--- config.mk ---
export PLATFORM = sky130hd
export DESIGN_NAME = dual_hbridge_pwm_generator_core
export DESIGN_NICKNAME = d
export VERILOG_FILES = /design/src/hw/rtl/hbp_pkg.sv /design/src/hw/rtl/hbp_in_stage.sv /design/src/hw/rtl/hbp_engine.sv /design/src/hw/rtl/dual_hbridge_pwm_generator_core.sv
export SDC_FILE = /design/constraint.sdc
export NUM_CORES = 1
export LEC_CHECK = 0
export BUFFER_PORTS_ARGS = -buffer_cell sky130_fd_sc_hd__buf_2
export CORE_MARGIN = 2
export CORE_UTILIZATION = 59
export DETAILED_ROUTE_END_ITERATION = 16
export PLACE_DENSITY = 0.78
export SYNTH_ARGS = -nofsm -noshare
export SYNTH_HDL_FRONTEND = slang
export SYNTH_HIERARCHICAL = 1
export SYNTH_SLANG_ARGS = --single-unit
--- constraint.sdc ---
create_clock -name clk -period 3.7 [get_ports clk]
set_input_delay 0.185 -clock clk [delete_from_list [all_inputs] [get_ports clk]]
set_output_delay 0.185 -clock clk [all_outputs]
set_load 0.05 [all_outputs]
--- src/hw/rtl/hbp_pkg.sv ---
package hbp_pkg;

	// PWM resolution: counter period in ticks
	localparam int unsigned LEVELS = 16;
	localparam int unsigned CNT_W  = $clog2(LEVELS);
	localparam int unsigned LVL_W  = $clog2(LEVELS + 1);
	localparam int unsigned NCH    = 2;

	localparam logic [CNT_W-1:0] CNT_MAX = CNT_W'(LEVELS - 1);

	typedef enum logic {
		REQ_TICK  = 1'b0,
		REQ_WRITE = 1'b1
	} req_type_t;

	// one accepted request
	typedef struct packed {
		req_type_t  req_type;
		logic [1:0] pin_select;
		logic [4:0] duty_level;
	} hbp_item_t;

endpackage

--- src/hw/rtl/hbp_in_stage.sv ---
module hbp_in_stage
	import hbp_pkg::*;
(
	input  logic      clk,
	input  logic      arst_n,
	input  logic      s_tvalid,
	output logic      s_tready,
	input  hbp_item_t s_item,
	input  logic      advance,
	output logic      valid_s1,
	output hbp_item_t item_s1
);

	logic valid_s1_q;

	assign s_tready = !valid_s1_q || advance;
	assign valid_s1 = valid_s1_q;

	always_ff @(posedge clk or negedge arst_n) begin
		if (!arst_n) begin
			valid_s1_q <= 1'b0;
		end else if (s_tready) begin
			valid_s1_q <= s_tvalid;
		end
	end

	// payload, no reset
	always_ff @(posedge clk) begin
		if (s_tvalid && s_tready) begin
			item_s1 <= s_item;
		end
	end

endmodule

--- src/hw/rtl/hbp_engine.sv ---
module hbp_engine
	import hbp_pkg::*;
(
	input  logic       clk,
	input  logic       arst_n,
	input  logic       cfg_we,
	input  logic       cfg_wdata,
	input  logic       advance,
	input  hbp_item_t  item_s1,
	output logic [3:0] pins
);

	logic             phase_correct_q;
	logic [CNT_W-1:0] tick_count_q;
	logic [LVL_W-1:0] rise_point_q  [NCH];
	logic [CNT_W-1:0] fall_point_q  [NCH];
	logic [LVL_W-1:0] rise_shadow_q [NCH];
	logic [CNT_W-1:0] fall_shadow_q [NCH];
	logic             update_pending_q;
	logic [NCH-1:0]   direction_q;
	logic [3:0]       pin_levels_q;

	// write decode
	logic [LVL_W-1:0] lvl_sat;
	logic [LVL_W-1:0] rise_new;
	logic [CNT_W-1:0] fall_new;
	logic             wr_ch;

	// tick evaluation
	logic             load_shadow;
	logic [CNT_W-1:0] cnt_next;
	logic [LVL_W-1:0] rise_eff [NCH];
	logic [CNT_W-1:0] fall_eff [NCH];
	logic [3:0]       pins_tick;

	assign pins = pin_levels_q;
	assign wr_ch = item_s1.pin_select[1];

	always_comb begin
		if (32'(item_s1.duty_level) > 32'(LEVELS)) begin
			lvl_sat = LVL_W'(LEVELS);
		end else begin
			lvl_sat = LVL_W'(item_s1.duty_level);
		end
		rise_new = LVL_W'(LEVELS) - lvl_sat;
		// (2L - rise - 1) mod L equals level - 1, wrapping to L-1 at level 0 or L
		if (lvl_sat == '0 || lvl_sat == LVL_W'(LEVELS)) begin
			fall_new = CNT_MAX;
		end else begin
			fall_new = CNT_W'(lvl_sat - LVL_W'(1));
		end
	end

	always_comb begin
		load_shadow = phase_correct_q && (tick_count_q == '0) && update_pending_q;
		cnt_next    = (tick_count_q == CNT_MAX) ? '0 : tick_count_q + CNT_W'(1);
		pins_tick   = pin_levels_q;
		for (int ch = 0; ch < NCH; ch++) begin
			rise_eff[ch] = load_shadow ? rise_shadow_q[ch] : rise_point_q[ch];
			fall_eff[ch] = load_shadow ? fall_shadow_q[ch] : fall_point_q[ch];
			if (phase_correct_q) begin
				if (tick_count_q == fall_eff[ch] && rise_eff[ch] != '0) begin
					pins_tick[2*ch +: 2] = 2'b00;
				end
				if (LVL_W'(cnt_next) == rise_eff[ch] && LVL_W'(fall_eff[ch]) > rise_eff[ch]) begin
					pins_tick[2*ch + (direction_q[ch] ? 0 : 1)] = 1'b1;
				end
			end else begin
				if (tick_count_q == CNT_MAX && rise_eff[ch] != '0) begin
					pins_tick[2*ch +: 2] = 2'b00;
				end
				if (LVL_W'(cnt_next) == rise_eff[ch]) begin
					pins_tick[2*ch + (direction_q[ch] ? 0 : 1)] = 1'b1;
				end
			end
		end
	end

	always_ff @(posedge clk or negedge arst_n) begin
		if (!arst_n) begin
			phase_correct_q  <= 1'b1;
			tick_count_q     <= CNT_MAX;
			update_pending_q <= 1'b0;
			direction_q      <= '0;
			pin_levels_q     <= '0;
			for (int ch = 0; ch < NCH; ch++) begin
				rise_point_q[ch]  <= '0;
				fall_point_q[ch]  <= '0;
				rise_shadow_q[ch] <= '0;
				fall_shadow_q[ch] <= '0;
			end
		end else begin
			if (cfg_we) begin
				phase_correct_q <= cfg_wdata;
			end
			if (advance) begin
				unique case (item_s1.req_type)
					REQ_TICK: begin
						tick_count_q <= cnt_next;
						pin_levels_q <= pins_tick;
						if (load_shadow) begin
							update_pending_q <= 1'b0;
							for (int ch = 0; ch < NCH; ch++) begin
								rise_point_q[ch] <= rise_shadow_q[ch];
								fall_point_q[ch] <= fall_shadow_q[ch];
							end
						end
					end
					REQ_WRITE: begin
						for (int ch = 0; ch < NCH; ch++) begin
							if (wr_ch == ch[0]) begin
								direction_q[ch] <= ~item_s1.pin_select[0];
								if (phase_correct_q) begin
									rise_shadow_q[ch] <= rise_new;
									fall_shadow_q[ch] <= fall_new;
								end else begin
									rise_point_q[ch] <= rise_new;
								end
							end
						end
						if (phase_correct_q) begin
							update_pending_q <= 1'b1;
						end
					end
					default: begin
					end
				endcase
			end
		end
	end

endmodule

--- src/hw/rtl/dual_hbridge_pwm_generator_core.sv ---
// Two-channel PWM (phase-correct or plain) for H-bridge pin pairs.
//
// Input stream (s_*): tuser = request kind (0 tick, 1 duty write);
//   tdata = pin select [1:0], duty level [6:2], bit 7 zero.
// Output stream (m_*): one item per input item, tdata = four pin levels
//   (ch1 A, ch1 B, ch2 A, ch2 B from bit 0 up), upper bits zero. A duty write
//   returns the unchanged pin levels; a tick returns the levels after it.
// Config: cfg_we/cfg_wdata write phase_correct (reset 1); only while idle.
//
// Items pass through the input register, then the PWM state update whose
// pin register is itself the result register. One item per cycle is taken
// while m_tready stays high; the single state update stage sets that rate.
// When m_tready is low the result holds, one more item waits in the input
// register, and s_tready drops only once both are full.
// Reset (arst_n, async, active low) clears both valid flags, sets the tick
// counter to LEVELS-1, pins low, points, shadows and directions to zero,
// and selects phase-correct mode.
module dual_hbridge_pwm_generator_core
	import hbp_pkg::*;
(
	input  logic       clk,
	input  logic       arst_n,
	input  logic       s_tvalid,
	output logic       s_tready,
	input  logic [7:0] s_tdata,   // [1:0] pin_select, [6:2] duty_level, [7] zero
	input  logic       s_tuser,   // [0] req_type
	output logic       m_tvalid,
	input  logic       m_tready,
	output logic [7:0] m_tdata,   // [0] ch1_pin_a, [1] ch1_pin_b, [2] ch2_pin_a,
	                              // [3] ch2_pin_b, [7:4] zero
	input  logic       cfg_we,
	input  logic       cfg_wdata
);

	hbp_item_t  s_item;
	hbp_item_t  item_s1;
	logic       valid_s1;
	logic       advance;
	logic       m_tvalid_q;
	logic [3:0] pins;

	assign s_item.req_type   = req_type_t'(s_tuser);
	assign s_item.pin_select = s_tdata[1:0];
	assign s_item.duty_level = s_tdata[6:2];

	// state moves forward when the result slot is free or being emptied
	assign advance = valid_s1 && (!m_tvalid_q || m_tready);

	hbp_in_stage u_in_stage (
		.clk      (clk),
		.arst_n   (arst_n),
		.s_tvalid (s_tvalid),
		.s_tready (s_tready),
		.s_item   (s_item),
		.advance  (advance),
		.valid_s1 (valid_s1),
		.item_s1  (item_s1)
	);

	hbp_engine u_engine (
		.clk       (clk),
		.arst_n    (arst_n),
		.cfg_we    (cfg_we),
		.cfg_wdata (cfg_wdata),
		.advance   (advance),
		.item_s1   (item_s1),
		.pins      (pins)
	);

	always_ff @(posedge clk or negedge arst_n) begin
		if (!arst_n) begin
			m_tvalid_q <= 1'b0;
		end else if (advance) begin
			m_tvalid_q <= 1'b1;
		end else if (m_tready) begin
			m_tvalid_q <= 1'b0;
		end
	end

	assign m_tvalid = m_tvalid_q;
	assign m_tdata  = {4'b0000, pins};

	// back-pressure only when both stages are occupied and stalled
	a_ready_full: assert property (@(posedge clk) disable iff (!arst_n)
		!s_tready |-> (valid_s1 && m_tvalid_q && !m_tready))
		else $error("s_tready low with a free stage");

	// every state update produces a visible result
	a_adv_out: assert property (@(posedge clk) disable iff (!arst_n)
		advance |=> m_tvalid)
		else $error("result lost after update");

	// pin levels change only on an update
	a_pins_hold: assert property (@(posedge clk) disable iff (!arst_n)
		!advance |=> $stable(m_tdata))
		else $error("pins changed without an item");

endmodule

==> results of run 1 <==
[stage by stage]
stage	cell area, um^2	hold slack (ps)	cells	util, %
2_1_floorplan	3600	-111	387	-
5_1_grt	3900	1.35	479	66.3
6_report	3900	17.3	479	66.3
3_5_place_dp	3680	352	462	62.6
4_1_cts	3900	7.78	479	66.2
3_3_place_gp	3680	342	462	62.6
[cell families (layout without fill, tap and decap cells)]
group           after synthesis  after routing  synth area share (%)
mux                          32             32                  9.77
compound gates               90             90                  15.4
simple gates                141            141                  19.8
other cells                   1              4                 0.105
xor+xnor                     16             16                  4.12
buf+inv                      33             50                  4.50
flops                        58             58                  41.8
fa+ha+maj                    13             13                  4.54
[cell usage in the layout, fill, tap and decap left out, types with 8 or more instances in the layout]
| cell | synthesis | routed |
|---|---|---|
| ha_1 | 13 | 13 |
| dfrtp_1 | 45 | 45 |
| buf_2 | 5 | 19 |
| nand3_1 | 10 | 10 |
| edfxtp_1 | 8 | 8 |
| inv_1 | 10 | 10 |
| nand2_1 | 66 | 66 |
| nor2_1 | 19 | 19 |
| xnor2_1 | 11 | 11 |
| mux2i_1 | 17 | 16 |
| a21oi_1 | 14 | 14 |
| o21ai_0 | 40 | 40 |
| clkbuf_8 | 0 | 10 |
| mux2_2 | 12 | 12 |
[power breakdown]
group          switching [mW]  total, mW  internal (mW)
clock network           0.270      0.600          0.330
logic                   0.561      0.982          0.421
registers               0.285       1.12          0.836
total                    1.12       2.70           1.59
[sequential cells by signal (all words and copies together) (netlist names), 2 cells and up]
name,flops
u_engine/direction_q,2
u_engine/fall_point_q,8
u_engine/fall_shadow_q,8
u_engine/pins,4
u_engine/rise_point_q,10
u_engine/rise_shadow_q,10
u_engine/tick_count_q,4
u_in_stage/item_s1,8
[metal layers]
layer,GRT usage [%],vias up,routed length (um)
met5,0,-,0
met4,10.7,0,254
met3,5.93,26,523
met2,41.0,118,3710
met1,36.7,1400,3650
li1,-,1386,-
[path summary, 6_finish.rpt]
check                                                     start                               endpoint  slack [ps]
setup / recovery           u_engine/tick_count_q[0]$_DFFE_PN1P_           u_engine/pins[3]$_DFFE_PN0P_         310
min in group asynchronous                                arst_n           u_engine/pins[0]$_DFFE_PN0P_          50
hold reg to reg                 u_in_stage/item_s1[5]$_DFFE_PP_    u_engine/direction_q[0]$_DFFE_PN0P_         470
hold / removal                                          s_tuser        u_in_stage/item_s1[7]$_DFFE_PP_          20
setup reg to reg           u_engine/tick_count_q[0]$_DFFE_PN1P_           u_engine/pins[3]$_DFFE_PN0P_         310
max in group asynchronous                                arst_n  u_engine/fall_shadow_q[2]$_DFFE_PN0P_        2960
[repair_timing]
action / in CTS / in global routing
endpoints found under the hold margin: 1 / 0
endpoints found under the setup margin: 0 / 1
resized for setup: 0 / 1
hold buffers: 1 / 0
[synthesized netlist by cell type (4+ instances only)]
| library cell | n |
|---|---|
| edfxtp_1 | 8 |
| nand3_1 | 10 |
| nor2_1 | 19 |
| xor2_1 | 4 |
| a21oi_1 | 14 |
| o21ai_0 | 40 |
| mux2i_1 | 17 |
| ha_1 | 13 |
| o211ai_1 | 4 |
| xnor2_1 | 11 |
| nor3_1 | 7 |
| nor3b_1 | 4 |
| buf_2 | 5 |
| dfstp_2 | 5 |
| and3_1 | 4 |
| buf_4 | 6 |
| mux2_2 | 12 |
| and2_1 | 6 |
| dfrtp_1 | 45 |
| nand2_1 | 66 |
| nand2b_1 | 5 |
| nand4_1 | 4 |
| or4_1 | 4 |
| o21ai_1 | 4 |
| clkbuf_1 | 8 |
| inv_1 | 10 |
[area by class of cell]
cell class	instances	area share, %
clock buffers	10	3.53
clock inverters	6	1.67
inverters	12	1.19
multi-input cells	296	49.7
well taps	75	2.41
repair buffers	22	3.08
flip-flops and latches	58	38.4
==> key figures, run 1 <==
Critical path
  • Critical path type: register to register
  • Crit path buffers/inverters: 1
  • Slowest-stage cell, CP: dfstp_2
  • Levels on crit path: 12
  • Critical Path RT: 3930 ps
  • Crit path max-delay family: compound AO/OA/AOI/OAI gates
  • Critical Path Source Type: register
  • Max stage delay on crit path: around 640 ps
  • CP cell instances: inv_1 > ha_1 > and4b_1 > nand2_8 > mux2i_2 > ha_1 > nor2b_1 > o21a_1 > o21ai_0 > a2111oi_2 > nand3_1 > a222oi_1
  • Critical path data arrival time: 3610 ps
  • Crit path max fanout: 19
  • R2R depth: 12
  • Worst setup EP type: register
  • CP dominant cell by count: ha_1

Global route
  • Initial antenna violation count: 0
  • GRT Util Overall: between 20% and 30%
  • Largest net degree at the start of global routing: slightly above 50
  • First-pass GRT wire length: 13200 um
  • Number of global-route vias before repair: 2653
  • Grt ovf: 0

Yosys
  • Avg Cell Area, Syn: 9.34 um^2
  • Top post-synthesis cells by area: dfrtp_1, nand2_1, edfxtp_1
  • Synth Register Bits: 58
  • Post-synthesis async set-or-reset flop share: between 80% and 90%
  • Largest area contributor in the netlist: dfrtp_1
  • Yosys warns: 6
  • Top_reg_cell synth: dfrtp_1
  • Post-synthesis instance area: 0.00358 mm^2
  • Seq/Total Area, Yosys: a little over two fifths
  • Unique masters post-synth: 60
  • EDFF count, synth: 8
  • Area share of the largest cell type after synthesis: approximately a third
  • Synth Instances: approximately 380

Power
  • Pwr dens: 693 mW/mm^2
  • Pleak: between 1.5 and 2 nW
  • Power Total: approximately 2.7 mW
  • Max IR drop VDD: about 0.00048 V

STA
  • Worst-case clock skew: 8.33 ps
  • Final min period: between 3000 and 4000 ps
  • Slew margin rel.: between 20% and 30%
  • Final Cycle Share: ~92%
  • Final hold violation count: 0
  • RSZ-0062 raised after global routing: false
  • Fmax: approximately 300 MHz
  • Slew @ Worst Pin: between 1000 and 1500 ps
  • Final WS setup: between 300 and 400 ps
  • Setup violators final: 0
  • Final Max Tran Viols: 0
  • Total negative slack: 0 ps

Layout
  • Register area: ~0.0015 mm^2
  • # fillers: about 490
  • Layout cells sized above 1: between 15 and 20%
  • Multi-input logic area: 0.00194 mm^2
  • Area growth from synthesis to layout: 8.83%
  • Fin nets: about 430
  • # diodes: 0

Clock network
  • Root buf cell: clkbuf_8
  • Clk_lat worst skew: between 300 and 400 ps
  • CTS buffer count: 9
  • Post-CTS Setup Bufs: 0
  • CTS tree: done
  • Clock Pin Slew Worst Setup and Hold Paths: 70 ps
  • CTS H-tree depth: 3
  • Clock Path Buffers: 2
  • Clk sinks: a little under 60

Die
  • Chip Height: a little over 80 um
  • Die width: 81.9 um
  • Row cnt: 28
  • I/O pin total: 25
  • Total core area: 0.00589 mm^2
  • Initial Utilization: between 60% and 70%
  • Die area: between 0.006 and 0.007 mm^2

Placed design
  • Hpwl dp: approximately 6000 um
  • Pre-CTS WS: approximately 300 ps
  • GPL Wtd Cong: roughly 0.94
  • IO Port Bufs: 19

Hold path
  • HP Class: primary input to register
  • WHS Path Cells: 1

Route
  • # DRC: 0
  • Iteration-0 DRC Markers: 275
  • WL/cell: 17.0 um
  • Remaining antenna violation count: 0
  • Via total after detailed routing: approximately 3000
  • Drt total wl: between 8000 and 9000 um
  • Vias/cell: 6.12
  • Pre-Repair DR Iteration Count: 6

Job
  • Max-cap violations: 0

Status
  • Status: complete, no violations
Power figures use the tool's default switching activity.
==> run 2, diff against run 1 <==
--- a/config.mk
+++ b/config.mk
@@ -8,4 +8,6 @@
 export BUFFER_PORTS_ARGS = -buffer_cell sky130_fd_sc_hd__buf_2
+export CORE_ASPECT_RATIO = 0.5
 export CORE_MARGIN = 2
 export CORE_UTILIZATION = 59
+export CTS_BUF_LIST = sky130_fd_sc_hd__clkbuf_8
 export DETAILED_ROUTE_END_ITERATION = 16
--- a/constraint.sdc
+++ b/constraint.sdc
@@ -3,2 +3,2 @@
 set_output_delay 0.185 -clock clk [all_outputs]
-set_load 0.05 [all_outputs]
+set_load 0.01 [all_outputs]
==> run 2 against run 1 <==
Critical path depth fell by 1. Worst setup slack got worse by 34 ps. Wire length rose by 9.6%. Combinational power rose by 4%. Sequential cell count did not move. Total power rose by 2.2%. Critical path type unchanged. Global-route usage rose by 2.9 points. First-iteration DRC count fell by 9.8%. Final area rose by 2.4%. Register-to-register slack got worse by 30 ps.
==> key figures, run 2 (synthesized netlist as in run 1, its figures left out) <==
Status
  • Status: complete, no violations

Die
  • Initial Utilization: 63.4% (+2.5 points)
  • Die area: 0.00675 mm^2 (+0.57%)
  • Row cnt: 19 (-32%)
  • Die width: 114 um (+39%)
  • I/O pin total: 25 (unchanged)
  • Chip Height: 59.1 um (-28%)
  • Total core area: 0.00566 mm^2 (-3.9%)

Route
  • Pre-Repair DR Iteration Count: 5 (-1)
  • WL/cell: 18.4 um (+8.0%)
  • Via total after detailed routing: 2988 (+2.0%)
  • Vias/cell: 6.15 (+0.51%)
  • Drt total wl: 8920 um (+9.6%)
  • Iteration-0 DRC Markers: 248 (-9.8%)
  • Remaining antenna violation count: 0 (unchanged)
  • # DRC: 0 (unchanged)

Clock network
  • Clk_lat worst skew: 350 ps (about the same)
  • Clk sinks: 58 (unchanged)
  • Clock Pin Slew Worst Setup and Hold Paths: 70 ps (about the same)
  • Root buf cell: clkbuf_8
  • CTS tree: done
  • Post-CTS Setup Bufs: 0 (unchanged)
  • CTS H-tree depth: 3 (unchanged)
  • CTS buffer count: 9 (unchanged)
  • Clock Path Buffers: 2 (unchanged)

Global route
  • Largest net degree at the start of global routing: 51 (unchanged)
  • First-pass GRT wire length: 14600 um (+11%)
  • Grt ovf: 0 (unchanged)
  • GRT Util Overall: 29.5% (+2.9 points)
  • Number of global-route vias before repair: 2871 (+8.2%)
  • Initial antenna violation count: 0 (unchanged)

Power
  • Pwr dens: 691 mW/mm^2 (-0.23%)
  • Pleak: 1.79 nW (+3.2%)
  • Power Total: 2.76 mW (+2.2%)
  • Max IR drop VDD: 0.000423 V (-11%)

Critical path
  • Critical path data arrival time: 3650 ps (+40 ps)
  • R2R setup slack: 280 ps (-30 ps)
  • Critical path type: register to register
  • Worst setup EP type: register
  • Critical Path Source Type: register
  • FF-to-FF Start: u_engine/tick_count_q[0]$_DFFE_PN1P_
  • Worst setup path startpoint: u_engine/tick_count_q[0]$_DFFE_PN1P_
  • Critical Path RT: 3920 ps (about the same)
  • Crit path max fanout: 19 (unchanged)

STA
  • RSZ-0062 raised after global routing: false
  • Worst-case clock skew: 15.0 ps (+6.67 ps)
  • Setup violators final: 0 (unchanged)
  • Fmax: 292 MHz (-1.0%)
  • Slew margin rel.: 26.2% (-0.27 points)
  • Final Cycle Share: 92.5% (+0.93 points)
  • Final WS setup: 277 ps (-34.3 ps)
  • Slew @ Worst Pin: 1110 ps (+4.04 ps)
  • Total negative slack: 0 ps (unchanged)
  • Final hold violation count: 0 (unchanged)
  • Final Max Tran Viols: 0 (unchanged)
  • Final min period: 3420 ps (+34.3 ps)

Placed design
  • Placed cells: 462 (unchanged)
  • Hpwl dp: 6530 um (+11%)
  • IO Port Bufs: 19 (unchanged)
  • Pre-CTS WS: 184 ps (-117 ps)
  • GPL Wtd Cong: 0.937 (-0.35%)

Layout
  • Most frequent cells in the layout: nand2_1, dfrtp_1, o21ai_0
  • # fillers: 424 (-13%)
  • Biggest regs: u_engine/rise_point_q (10), u_engine/rise_shadow_q (10)
  • Non-Filler Instances: 486 (+1.5%)
  • Fin nets: 436 (+2.1%)
  • Final Util: 70.6% (+4.3 points)
  • Area growth from synthesis to layout: 11.5%
  • Leading cell type in the layout, fill and taps excluded: nand2_1
  • # diodes: 0 (unchanged)
  • Layout cells sized above 1: 16.5% (-0.37 points)

Hold path
  • Hold_sp: s_tdata[4]
  • HP Class: primary input to register

Job
  • Max-cap violations: 0 (unchanged)
-- run 2: worst max-delay path, stage by stage, from the launching register on --
cell and delay [ps]:
dfstp_2 650, inv_1 120, ha_1 280, and4b_2 350, nand2_8 190, mux2i_4 310, ha_1 270, nand4_1 90
o21ai_0 110, a2111oi_2 450, nand3_1 130, a222oi_1 310
-- run 2: path summary, 6_finish.rpt --
kind / to / cells past startpoint
max: u_engine/pins[3]$_DFFE_PN0P_ / 11
min: u_in_stage/item_s1[2]$_DFFE_PP_ / 1
max reg2reg: u_engine/pins[3]$_DFFE_PN0P_ / 11
min reg2reg: u_engine/direction_q[0]$_DFFE_PN0P_ / 1
max in group asynchronous: u_engine/pins[3]$_DFFE_PN0P_ / 1
min in group asynchronous: u_engine/fall_point_q[4]$_DFFE_PN0P_ / 1
-- run 2: through the flow --
| step | hold WS, ps | cell area, um^2 |
|---|---|---|
| final | 18.2 | 4000 |
| after global routing | 3.93 | 4000 |
| after CTS | 2.14 | 3980 |
| after detailed placement | 356 | 3700 |
| after global placement | 346 | 3700 |
| after floorplan | -111 | 3600 |
-- run 2: per-layer routing --
layer	up-vias	GRT usage [%]	wire, um
met1	1468	42.5	4310
met4	0	10.3	101
met3	13	8.08	707
met2	95	43.5	3800
met5	-	0	0
li1	1412	-	-
-- run 2: final cells by class --
cell class / count / area, um^2 / share of cell area (%)
clock buffers: 10 / 138 / 3.44
clock inverters: 6 / 76.3 / 1.91
inverters: 12 / 46.3 / 1.16
multi-input cells: 296 / 1940 / 48.6
flip-flops and latches: 58 / 1500 / 37.5
well taps: 73 / 91.3 / 2.29
repair buffers: 31 / 205 / 5.13
-- run 2: power breakdown --
part	internal, mW	total, mW	switching (mW)
sequential	0.835	1.10	0.269
combinational	0.435	1.02	0.583
clock	0.389	0.642	0.253
total	1.66	2.76	1.10
-- run 2: repair_timing --
item,CTS,global route
hold endpoints to repair,7,1
endpoints found under the setup margin,0,2
hold buffers,7,1
gates resized for setup,0,2
